===== src/rtl/hlhc_pkg.sv =====
// Types, constants and lookup tables of the heater and lamp controller.
`timescale 1ns / 1ps

package hlhc_pkg;

    localparam int TABLE_ROWS = 10;

    localparam int CODE_W   = 12;
    localparam int TEMP_W   = 9;
    localparam int OHMS_W   = 24;
    localparam int LUX_W    = 10;
    localparam int DIV_R_W  = 16;

    localparam int CFG_INDEX_W = 3;
    localparam int CFG_DATA_W  = 16;

    localparam logic [CFG_INDEX_W-1:0] CFG_AUTO_MODE      = 3'd0;
    localparam logic [CFG_INDEX_W-1:0] CFG_HEAT_ON_BELOW  = 3'd1;
    localparam logic [CFG_INDEX_W-1:0] CFG_HEAT_OFF_ABOVE = 3'd2;
    localparam logic [CFG_INDEX_W-1:0] CFG_LAMP_ON_BELOW  = 3'd3;
    localparam logic [CFG_INDEX_W-1:0] CFG_LAMP_OFF_ABOVE = 3'd4;
    localparam logic [CFG_INDEX_W-1:0] CFG_DIVIDER_OHMS   = 3'd5;

    // temperature = floor(code * 330 / 4095), same as the two-step /4095 then /10
    localparam int TEMP_SCALE = 330;
    localparam int ADC_FULL   = 4095;

    localparam int TEMP_DIVIDEND_W  = 21;
    localparam int LIGHT_DIVIDEND_W = 28;

    localparam logic [OHMS_W-1:0] OHMS_MAX = 24'hFF_FFFF;

    typedef struct packed {
        logic [CODE_W-1:0] temp_code;
        logic [CODE_W-1:0] light_code;
    } sample_t;

    typedef struct packed {
        logic [TEMP_W-1:0] temperature;
        logic [OHMS_W-1:0] ldr_ohms;
        logic [LUX_W-1:0]  lux;
        logic              heater;
        logic              lamp;
    } result_t;

    function automatic logic [LUX_W-1:0] table_lux(input logic [3:0] idx);
        logic [LUX_W-1:0] v;
        case (idx)
            4'd0:    v = 10'd900;
            4'd1:    v = 10'd800;
            4'd2:    v = 10'd700;
            4'd3:    v = 10'd600;
            4'd4:    v = 10'd500;
            4'd5:    v = 10'd400;
            4'd6:    v = 10'd300;
            4'd7:    v = 10'd200;
            4'd8:    v = 10'd100;
            default: v = 10'd0;
        endcase
        return v;
    endfunction

    // Sum of the resistances of row idx and row idx+1. The table rises
    // strictly, so row idx+1 is nearer than row idx exactly when
    // 2*ohms exceeds this sum; an exact tie stays with the lower row.
    function automatic logic [20:0] table_pair_sum(input logic [3:0] idx);
        logic [20:0] v;
        case (idx)
            4'd0:    v = 21'd1500;
            4'd1:    v = 21'd3000;
            4'd2:    v = 21'd7000;
            4'd3:    v = 21'd15000;
            4'd4:    v = 21'd30000;
            4'd5:    v = 21'd70000;
            4'd6:    v = 21'd150000;
            4'd7:    v = 21'd300000;
            4'd8:    v = 21'd1200000;
            default: v = 21'h1F_FFFF;
        endcase
        return v;
    endfunction

endpackage


===== src/rtl/heater_lamp_hysteresis_controller_core.sv =====
// Top level of the heater and lamp hysteresis controller.
`timescale 1ns / 1ps

//  channel   direction  handshake                     payload
//  sample    in         sample_valid / sample_stall   temp_code, light_code
//  result    out        result_valid / result_stall   temperature, ldr_ohms, lux, heater, lamp
//  cfg       in         cfg_we                        cfg_index, cfg_data
//
//  From acceptance to the next acceptance an item passes through the bit-serial light
//  divider (the temperature divider runs alongside and ends first), forms the resistance,
//  walks the lux table, has its result registered and comes back to idle, where the next
//  item is taken.
//  Reset clears the control state and loads the register defaults.
//  A waiting result holds the block only in its final step, until the result is taken.

module heater_lamp_hysteresis_controller_core #(
    parameter int TABLE_ENTRIES = 10
) (
    input  logic                                clk,
    input  logic                                rst_n,
    input  logic                                sample_valid,
    output logic                                sample_stall,
    input  hlhc_pkg::sample_t                   sample,
    output logic                                result_valid,
    input  logic                                result_stall,
    output hlhc_pkg::result_t                   result,
    input  logic                                cfg_we,
    input  logic [hlhc_pkg::CFG_INDEX_W-1:0]    cfg_index,
    input  logic [hlhc_pkg::CFG_DATA_W-1:0]     cfg_data
);

    // Rows beyond the stored table are never searched.
    localparam int ENTRIES = (TABLE_ENTRIES < hlhc_pkg::TABLE_ROWS) ?
                             TABLE_ENTRIES : hlhc_pkg::TABLE_ROWS;
    localparam int IDX_W   = $clog2(ENTRIES);

    typedef enum logic [1:0] {
        S_IDLE,
        S_DIV,
        S_SCAN,
        S_DONE
    } state_t;

    // ---------------------------------------------------------------
    // Configuration registers
    // ---------------------------------------------------------------
    logic                                auto_mode_reg;
    logic [hlhc_pkg::TEMP_W-1:0]         heat_on_below_reg;
    logic [hlhc_pkg::TEMP_W-1:0]         heat_off_above_reg;
    logic [hlhc_pkg::LUX_W-1:0]          lamp_on_below_reg;
    logic [hlhc_pkg::LUX_W-1:0]          lamp_off_above_reg;
    logic [hlhc_pkg::DIV_R_W-1:0]        divider_ohms_reg;

    always_ff @(posedge clk or negedge rst_n)
    begin
        if (!rst_n)
        begin
            auto_mode_reg      <= 1'b1;
            heat_on_below_reg  <= 9'd20;
            heat_off_above_reg <= 9'd24;
            lamp_on_below_reg  <= 10'd400;
            lamp_off_above_reg <= 10'd500;
            divider_ohms_reg   <= 16'd1000;
        end
        else if (cfg_we)
        begin
            case (cfg_index)
                hlhc_pkg::CFG_AUTO_MODE:      auto_mode_reg      <= cfg_data[0];
                hlhc_pkg::CFG_HEAT_ON_BELOW:  heat_on_below_reg  <= cfg_data[8:0];
                hlhc_pkg::CFG_HEAT_OFF_ABOVE: heat_off_above_reg <= cfg_data[8:0];
                hlhc_pkg::CFG_LAMP_ON_BELOW:  lamp_on_below_reg  <= cfg_data[9:0];
                hlhc_pkg::CFG_LAMP_OFF_ABOVE: lamp_off_above_reg <= cfg_data[9:0];
                hlhc_pkg::CFG_DIVIDER_OHMS:   divider_ohms_reg   <= cfg_data;
                default:                      ;
            endcase
        end
    end

    // ---------------------------------------------------------------
    // Sequencer state and datapath registers
    // ---------------------------------------------------------------
    state_t                         state_reg;
    logic                           accept;
    logic                           result_load;
    logic                           lzero_reg;
    logic [hlhc_pkg::OHMS_W-1:0]    ohms_reg;
    logic [IDX_W-1:0]               best_reg;
    logic                           heater_reg;
    logic                           lamp_reg;
    logic                           result_valid_reg;
    hlhc_pkg::result_t              result_reg;

    assign sample_stall = (state_reg != S_IDLE);
    assign accept       = sample_valid && !sample_stall;
    // Load a finished item once the result register is free or being emptied.
    assign result_load  = (state_reg == S_DONE) && (!result_valid_reg || !result_stall);

    // ---------------------------------------------------------------
    // Dividers: code*330/4095 for temperature, divider*4095/code for light
    // ---------------------------------------------------------------
    logic [hlhc_pkg::TEMP_DIVIDEND_W-1:0]  temp_dividend;
    logic [hlhc_pkg::LIGHT_DIVIDEND_W-1:0] light_dividend;
    logic [hlhc_pkg::TEMP_DIVIDEND_W-1:0]  temp_quot;
    logic [hlhc_pkg::LIGHT_DIVIDEND_W-1:0] light_quot;
    logic                                  temp_busy;
    logic                                  light_busy;

    assign temp_dividend  = hlhc_pkg::TEMP_DIVIDEND_W'(sample.temp_code) *
                            hlhc_pkg::TEMP_DIVIDEND_W'(hlhc_pkg::TEMP_SCALE);
    // divider * 4095 as a shift and a subtract
    assign light_dividend = {divider_ohms_reg, 12'd0} -
                            hlhc_pkg::LIGHT_DIVIDEND_W'(divider_ohms_reg);

    hlhc_serial_div #(
        .DIVIDEND_W (hlhc_pkg::TEMP_DIVIDEND_W),
        .DIVISOR_W  (hlhc_pkg::CODE_W)
    ) u_temp_div (
        .clk      (clk),
        .rst_n    (rst_n),
        .start    (accept),
        .dividend (temp_dividend),
        .divisor  (hlhc_pkg::CODE_W'(hlhc_pkg::ADC_FULL)),
        .busy     (temp_busy),
        .quotient (temp_quot)
    );

    hlhc_serial_div #(
        .DIVIDEND_W (hlhc_pkg::LIGHT_DIVIDEND_W),
        .DIVISOR_W  (hlhc_pkg::CODE_W)
    ) u_light_div (
        .clk      (clk),
        .rst_n    (rst_n),
        .start    (accept),
        .dividend (light_dividend),
        .divisor  (sample.light_code),
        .busy     (light_busy),
        .quotient (light_quot)
    );

    // ---------------------------------------------------------------
    // Resistance: quotient minus divider, saturated; zero code saturates
    // ---------------------------------------------------------------
    logic [hlhc_pkg::LIGHT_DIVIDEND_W:0] ohms_diff;
    logic [hlhc_pkg::OHMS_W-1:0]         ohms_calc;

    assign ohms_diff = {1'b0, light_quot} -
                       (hlhc_pkg::LIGHT_DIVIDEND_W + 1)'(divider_ohms_reg);
    assign ohms_calc = (lzero_reg ||
                        (ohms_diff[hlhc_pkg::LIGHT_DIVIDEND_W:hlhc_pkg::OHMS_W] != '0)) ?
                       hlhc_pkg::OHMS_MAX : ohms_diff[hlhc_pkg::OHMS_W-1:0];

    // ---------------------------------------------------------------
    // Table walk: advance while the next row lies strictly nearer
    // ---------------------------------------------------------------
    logic [hlhc_pkg::OHMS_W:0] twice_ohms;
    logic                      step_up;

    assign twice_ohms = {ohms_reg, 1'b0};
    assign step_up    = (best_reg < IDX_W'(ENTRIES - 1)) &&
                        (twice_ohms > (hlhc_pkg::OHMS_W + 1)'(
                            hlhc_pkg::table_pair_sum(4'(best_reg))));

    // ---------------------------------------------------------------
    // Hysteresis: off condition applied last so it wins when both hold
    // ---------------------------------------------------------------
    logic [hlhc_pkg::TEMP_W-1:0] temperature;
    logic [hlhc_pkg::LUX_W-1:0]  lux;
    logic                        heater_next;
    logic                        lamp_next;

    assign temperature = temp_quot[hlhc_pkg::TEMP_W-1:0];
    assign lux         = hlhc_pkg::table_lux(4'(best_reg));

    always_comb
    begin
        heater_next = heater_reg;
        lamp_next   = lamp_reg;
        if (auto_mode_reg)
        begin
            if (temperature < heat_on_below_reg)
            begin
                heater_next = 1'b1;
            end
            if (temperature > heat_off_above_reg)
            begin
                heater_next = 1'b0;
            end
            if (lux < lamp_on_below_reg)
            begin
                lamp_next = 1'b1;
            end
            if (lux > lamp_off_above_reg)
            begin
                lamp_next = 1'b0;
            end
        end
    end

    // ---------------------------------------------------------------
    // Sequencer and result register
    // ---------------------------------------------------------------
    always_ff @(posedge clk or negedge rst_n)
    begin
        if (!rst_n)
        begin
            state_reg        <= S_IDLE;
            lzero_reg        <= 1'b0;
            ohms_reg         <= '0;
            best_reg         <= '0;
            heater_reg       <= 1'b0;
            lamp_reg         <= 1'b0;
            result_valid_reg <= 1'b0;
            result_reg       <= '0;
        end
        else
        begin
            // Raise valid as a new result loads; drop it once the far side takes it.
            if (result_load)
            begin
                result_valid_reg <= 1'b1;
            end
            else if (result_valid_reg && !result_stall)
            begin
                result_valid_reg <= 1'b0;
            end

            case (state_reg)
                S_IDLE:
                begin
                    if (accept)
                    begin
                        lzero_reg <= (sample.light_code == '0);
                        state_reg <= S_DIV;
                    end
                end
                S_DIV:
                begin
                    if (!temp_busy && !light_busy)
                    begin
                        ohms_reg  <= ohms_calc;
                        best_reg  <= '0;
                        state_reg <= S_SCAN;
                    end
                end
                S_SCAN:
                begin
                    if (step_up)
                    begin
                        best_reg <= best_reg + 1'b1;
                    end
                    else
                    begin
                        state_reg <= S_DONE;
                    end
                end
                S_DONE:
                begin
                    // Hold here only while the previous result still waits.
                    if (result_load)
                    begin
                        heater_reg              <= heater_next;
                        lamp_reg                <= lamp_next;
                        result_reg.temperature  <= temperature;
                        result_reg.ldr_ohms     <= ohms_reg;
                        result_reg.lux          <= lux;
                        result_reg.heater       <= heater_next;
                        result_reg.lamp         <= lamp_next;
                        state_reg               <= S_IDLE;
                    end
                end
                default:
                begin
                    state_reg <= S_IDLE;
                end
            endcase
        end
    end

    assign result_valid = result_valid_reg;
    assign result       = result_reg;

endmodule


===== src/rtl/hlhc_serial_div.sv =====
// Bit-serial restoring divider, one quotient bit per cycle.
`timescale 1ns / 1ps

module hlhc_serial_div #(
    parameter int DIVIDEND_W = 28,
    parameter int DIVISOR_W  = 12
) (
    input  logic                  clk,
    input  logic                  rst_n,
    input  logic                  start,
    input  logic [DIVIDEND_W-1:0] dividend,
    input  logic [DIVISOR_W-1:0]  divisor,
    output logic                  busy,
    output logic [DIVIDEND_W-1:0] quotient
);

    localparam int CNT_W = $clog2(DIVIDEND_W + 1);

    logic [CNT_W-1:0]      count_reg;
    logic                  busy_reg;
    logic [DIVIDEND_W-1:0] shift_reg;
    logic [DIVISOR_W-1:0]  rem_reg;
    logic [DIVISOR_W-1:0]  divisor_reg;

    logic [DIVISOR_W:0] trial;
    logic [DIVISOR_W:0] diff;
    logic               fits;

    // Bring down the next dividend bit and try the subtraction.
    assign trial = {rem_reg, shift_reg[DIVIDEND_W-1]};
    assign diff  = trial - {1'b0, divisor_reg};
    assign fits  = (trial >= {1'b0, divisor_reg});

    always_ff @(posedge clk or negedge rst_n)
    begin
        if (!rst_n)
        begin
            busy_reg  <= 1'b0;
            count_reg <= '0;
        end
        else if (start)
        begin
            busy_reg  <= 1'b1;
            count_reg <= CNT_W'(DIVIDEND_W);
        end
        else if (busy_reg)
        begin
            count_reg <= count_reg - 1'b1;
            if (count_reg == CNT_W'(1))
            begin
                busy_reg <= 1'b0;
            end
        end
    end

    // Quotient bits enter at the bottom as dividend bits leave at the top.
    always_ff @(posedge clk)
    begin
        if (start)
        begin
            shift_reg   <= dividend;
            rem_reg     <= '0;
            divisor_reg <= divisor;
        end
        else if (busy_reg)
        begin
            rem_reg   <= fits ? diff[DIVISOR_W-1:0] : trial[DIVISOR_W-1:0];
            shift_reg <= {shift_reg[DIVIDEND_W-2:0], fits};
        end
    end

    assign busy     = busy_reg;
    assign quotient = shift_reg;

endmodule


===== config.mk =====
export PLATFORM = sky130hd
export DESIGN_NAME = heater_lamp_hysteresis_controller_core
export DESIGN_NICKNAME = d
export VERILOG_FILES = /design/src/rtl/hlhc_pkg.sv /design/src/rtl/heater_lamp_hysteresis_controller_core.sv /design/src/rtl/hlhc_serial_div.sv
export SDC_FILE = /design/constraint.sdc
export NUM_CORES = 1
export LEC_CHECK = 0
export BUFFER_PORTS_ARGS = -buffer_cell sky130_fd_sc_hd__buf_4
export CAP_MARGIN = 20
export CORE_MARGIN = 4
export CORE_UTILIZATION = 53
export DETAILED_ROUTE_END_ITERATION = 8
export PLACE_DENSITY_LB_ADDON = 0.1
export SLEW_MARGIN = 20
export SYNTH_ARGS = -nofsm -noshare
export SYNTH_HDL_FRONTEND = slang
export SYNTH_SLANG_ARGS = --single-unit

===== constraint.sdc =====
create_clock -name clk -period 4.55 [get_ports clk]
set_input_delay 0 -clock clk [delete_from_list [all_inputs] [get_ports clk]]
set_output_delay 0 -clock clk [all_outputs]
set_load 0.005 [all_outputs]

After elaboration in Yosys (flattened, before gate mapping)
Memory sizes are Yosys's and may differ from the RTL's.
Index checks and enable logic that the tools add are counted.
- add/sub/neg operators: 7
- multiply operators: 1
- $lt $le $gt $ge: 8
- equality and inequality tests: 15
- muxes and demuxes: 33
- reduce and logical (&&, ||, !) cells: 36
- operators by type and width (operator ; number):
    $mux 28 ; 2
    $mux 21 ; 2
    $sub 28x16->29 ; 1
    $sub 28x16->28 ; 1
    $gt 25x21->1 ; 1
    $mux 12 ; 2
    $mux 24 ; 1
    $mul 12x8->20 const B ; 1
    $mux 5 ; 4
    $reduce_and 2->1 ; 9
    $mux 1 ; 14
    $reduce_bool 2->1 ; 7
    $ge 13x12->1 ; 1
    $ge 13x12->1 const B ; 1
    $logic_not 12->1 ; 1
    $reduce_and 4->1 ; 3
    $sub 12x12->12 ; 1
    $sub 12x12->12 const B ; 1
    $eq 5x1->1 const B ; 2
    $gt 10x10->1 ; 1
    $lt 10x10->1 ; 1
    $ne 2x2->1 const B ; 5
    $sub 5x1->5 const B ; 2
    $gt 9x9->1 ; 1
    19 further kinds ; 35
- register bits after elaboration: 229
- memory bits (read-only): 464
- input bits: 48
- output and inout port bits: 47
- word-level logic and storage cells: 128
- memories: 2
- memories (memory ; words ; bits a word ; rd ports ; clocked after memory_dff ; wr ports ; line ; RTL):
    (name not given) ; 16 ; 21 ; 1 ; 0 ; 0 ; hlhc_pkg.sv:68 ; case (idx)
    (name not given) ; 16 ; 8 ; 1 ; 0 ; 0 ; hlhc_pkg.sv:48 ; case (idx)

Longest topological paths before layout
- depth in word-level cells: 5
- mapped depth: 15

By module
A second synthesis with hierarchy kept.
- cell total of the unflattened synthesis: 1530
- area total of the unflattened synthesis: 15444.8 µm²
- modules (own cells, without submodules) (module ; times used ; cells each ; area an instance (µm²) ; seq. area each (µm²)):
    heater_lamp_hysteresis_controller_core ; 1 ; 1065 ; 9756.9 ; 3278.1
    hlhc_serial_div at u_light_div ; 1 ; 240 ; 2990.4 ; 1591.5
    hlhc_serial_div at u_temp_div ; 1 ; 225 ; 2697.6 ; 1381.3

Worst setup path before layout
No wires, ideal clock.
- kind: in2reg
- start: input sample[16] (netlist bit)
- end: register u_temp_div.shift_reg[19] (netlist: u_temp_div.quotient[19]), data pin
- setup time: 0.265 ns
- data arrival time: 3.319 ns
- slack: 0.965 ns
- stages on the path: 11
- path buffers: 0
- cell sequence: ha_1 > fa_1 > fa_1 > ha_1 > ha_1 > a2111oi_0 > a31oi_1 > a21o_1 > a221oi_1 > nor4b_1 > or3_1
- cells in the longest elaborated chain, start to end: 2
- ends and longest elaborated chain (element ; line ; RTL):
    start: declaration ; heater_lamp_hysteresis_controller_core.sv:23 ; input hlhc_pkg::sample_t sample,
    $mul 12x8->20 ; heater_lamp_hysteresis_controller_core.sv:108 ; assign temp_dividend = hlhc_pkg::TEMP_DIVIDEND_W'(sample.temp_code) *
    $mux 21 ; hlhc_serial_div.sv:59 ; if (start)
    end signal: assignment ; hlhc_serial_div.sv:61 ; shift_reg <= dividend;
    end signal: assignment ; hlhc_serial_div.sv:68 ; shift_reg <= {shift_reg[DIVIDEND_W-2:0], fits};
    end: declaration ; hlhc_serial_div.sv:21 ; logic [DIVIDEND_W-1:0] shift_reg;
No other way between the ends.
A chain may end at the register's enable or synchronous reset.

Final worst setup path
- start: input sample[13] (netlist bit)
- end: register u_temp_div.shift_reg[19] (netlist: u_temp_div.quotient[19]), data pin
Same word-level chain as after synthesis.

==> results.md <==
* GP Congestion at 0.849
* Nets at around 1.8k
* Slew Limit Fails at 0
* Startpoint types: primary input
* Wire length per cell at 16.3 microns
* Postcts setup bufs at 0
* Peak supply drop at 321 uV
* Share of layout cells above drive strength 1 at 15.6%
* RSZ-0062 raised after global routing: no
* Yosys reg bits at 227
* Internal power at 0.00619 W
* Die W at 172 microns
* Combinational Power Share at 44.4%
* CP Cell Sequence: dlygate4sd3_1 -> buf_4 -> ha_1 -> fa_1 -> fa_1 -> ha_1 -> ha_1 -> o21a_1 -> o31a_1 -> o2111ai_1 -> a31oi_1 -> a21o_1 -> a221oi_1 -> nor4b_1 -> or3_1
* Placed insts at between 1.5k and 2k
* Finished Layout Cells at 1926
* Post_cts resized at 0
* Die ar. at 29700 sq um
* Root buf cell: clkbuf_16
* Min Tclk post-route at between 3 and 4 ns
* Deepest clock path buffer count at 3
* CTS tree: built
* Status: complete, no violations
* Unique cell type count in the Yosys netlist at 76
* HP Class: in2reg
* H-Tree Depth at 1
* Antenna-violating nets left at 0
* Crit path DAT at 4.23 ns
* Max incr delay on CP at 0.55 ns
* Least-Margin Pin Slew at 1.08 ns
* Fmax at around 250 MHz
* Largest net degree at the start of global routing at 100
* Avg Cell Area, Syn at between 9 and 10 sq um
* Critical path endpoint category: flop
* Setup WS post-layout at 0.580 ns
* Placed Area at 15200 sq um
* Final clock skew at 0.0264 ns
* Synth Flop Type: dfrtp_1
* Post-CTS Hold Fix Bufs at 46
* Post-Syn Area at between 10000 and 15000 sq um
* Core Area at around 26000 sq um
* Clk pin slew, worst setup/hold paths at 0.06 ns
* Critical Path Slowest Stage Cell: fa_1
* GRT Util Overall at 21.6%
* Boundary Pins at 95
* WHS at 0.0194 ns
* Clock sinks at 227
* Synth Instances at ~1.4k
* Fin crit share at 87.3%
* Worst-skew pair later-pin latency at roughly 0.53 ns
* Crit path kind: in2reg
* Total CTS buffers at 26
* 1st-iter DRT viols at between 600 and 700
* Final Routed Wirelength at ~31 mm
* Top-count cell post-synth: ha_1
* Pre-CTS setup slack at 0.578 ns
* Total grt overflow at 0
* Vias in the first global route at 10.7k
* Vias per cell at 5.55
* Max-cap violations at 0
* Die Y at around 170 microns
* Design area at 16600 sq um
* Slew HR at around 28%
* HPWL Detailed at 23.2 mm
* Share of the synthesized area in the top cell type at a little over a fifth
* # fillers at 2219
* First-pass GRT wire length at between 50 and 60 mm
* Synth async-reset ratio at 62.6%
* # rows at 59
* Port Buffers at 92
* Synth top area cells: dfrtp_1 (21%), ha_1 (14%), edfxtp_1 (13%)
* First-pass detailed-route iteration total at 5
* Setup TNS at 0 ns
* Post-synth EDFFs at 60
* Top cells by count, synth: ha_1 (159), nand2_1 (140), o21ai_0 (128)
* Sw frac at 37.6%
* Sequential power share at 34.0%
* Clock power frac at 21.6%
* Synth warn at 0
* Max FFs per register at 43
* Critical path data required time at 4.81 ns
* DR vias at around 11k
* Area leader, netlist: dfrtp_1
* Leak at 7.59 nW
* Switch Pwr at 0.00373 W
* CP max FO at 4
* Setup violators final at 0
* Initial antenna violation count at 0
* Initial core utilization at a little over half
* Antenna cells at 0
* Fin. Hold Viols at 0
* CP most frequent cell: ha_1
* PwrDens at 597 nW/um^2
* Post-synthesis sequential area ratio at 41.2%
* Area Growth Syn to Fin at 16.4%
* DRC Markers at 0
==> worst max-delay path, delay by kind of cell <==
family | cells | cell delay, ns
AND/OR/NAND/NOR | 2 | 0.44
AO/OA/AOI/OAI | 6 | 1.15
adder cells (fa/ha/maj) | 5 | 1.96
buffers and inverters | 2 | 0.68
==> cell usage in the layout, fill, tap and decap left out, types with 4 or more instances in the layout <==
cell           count
a211oi_1          18
a21o_1            12
a21oi_1           83
a31oi_1           12
and2_1             6
and3_1             7
buf_4            100
clkbuf_1           8
clkbuf_16         27
clkbuf_8           5
dfrtp_1          122
dfstp_2           20
dfxtp_1           25
dlygate4sd3_1     46
edfxtp_1          60
fa_1              16
ha_1             159
inv_1            107
mux2_2            70
mux2i_1           13
nand2_1          138
nand2b_1          11
nand3_1           39
nand4_1           14
nor2_1            95
nor2b_1           19
nor3_1            25
nor4_1            13
nor4b_1            4
o2111ai_1          4
o211ai_1           7
o21a_1             9
o21ai_0          128
o21bai_1           6
or3_1              5
xnor2_1           56
xor2_1            31
==> kinds of logic after synthesis <==
| family | after synthesis | share of synthesized area, % |
|---|---|---|
| other cells | 1 | 0.0262 |
| fa+ha+maj | 175 | 16.2 |
| simple gates | 396 | 13.1 |
| mux | 83 | 6.43 |
| buf+inv | 158 | 4.55 |
| xor+xnor | 87 | 5.33 |
| compound gates | 316 | 13.3 |
| flops | 227 | 41.2 |
==> routing by layer <==
metal	part of all wire, %	GRT usage (%)
met3	3.0	2.54
met1	47	29.2
met5	0	0
met4	2.3	4.92
met2	48	37.5
==> through the flow <==
step	power, W	util (%)
floorplan	0.00658	-
global placement	0.00765	58.0
detailed placement	0.00776	58.0
CTS	0.0100	63.2
global route	0.0108	63.3
finish	0.00992	63.3
==> area by class of cell <==
cell class	instances	area (sq um)	share of cell area, %
multi-input combinational	1059	7770	46.7
clock buffer	40	774	4.66
tap	335	419	2.52
timing repair buffer	148	1250	7.52
inverter	109	409	2.46
clock inverter	8	121	0.730
sequential	227	5880	35.4
==> final timing paths <==
kind / endpoint / slack, ns / from / depth (start not counted)
min reg2reg: result[7] / 0.48 / result[7] / 2
max: u_temp_div.quotient[19] / 0.58 / sample[13] / 15
min in group asynchronous: result[4] / 0.14 / rst_n / 2
min: auto_mode_reg / 0.02 / cfg_we / 4
max in group asynchronous: u_light_div.busy / 3.27 / rst_n / 3
max reg2reg: best_reg[0] / 1.01 / best_reg[2] / 13
==> power groups by stage <==
| stage | clock, W | sequential [W] | combinational [W] |
|---|---|---|---|
| floorplan | 0 | 0.00322 | 0.00336 |
| global placement | 0 | 0.00338 | 0.00427 |
| detailed placement | 0 | 0.00340 | 0.00436 |
| CTS | 0.00220 | 0.00337 | 0.00443 |
| global route | 0.00229 | 0.00345 | 0.00503 |
| finish | 0.00215 | 0.00337 | 0.00440 |
Power figures use the tool's default switching activity.
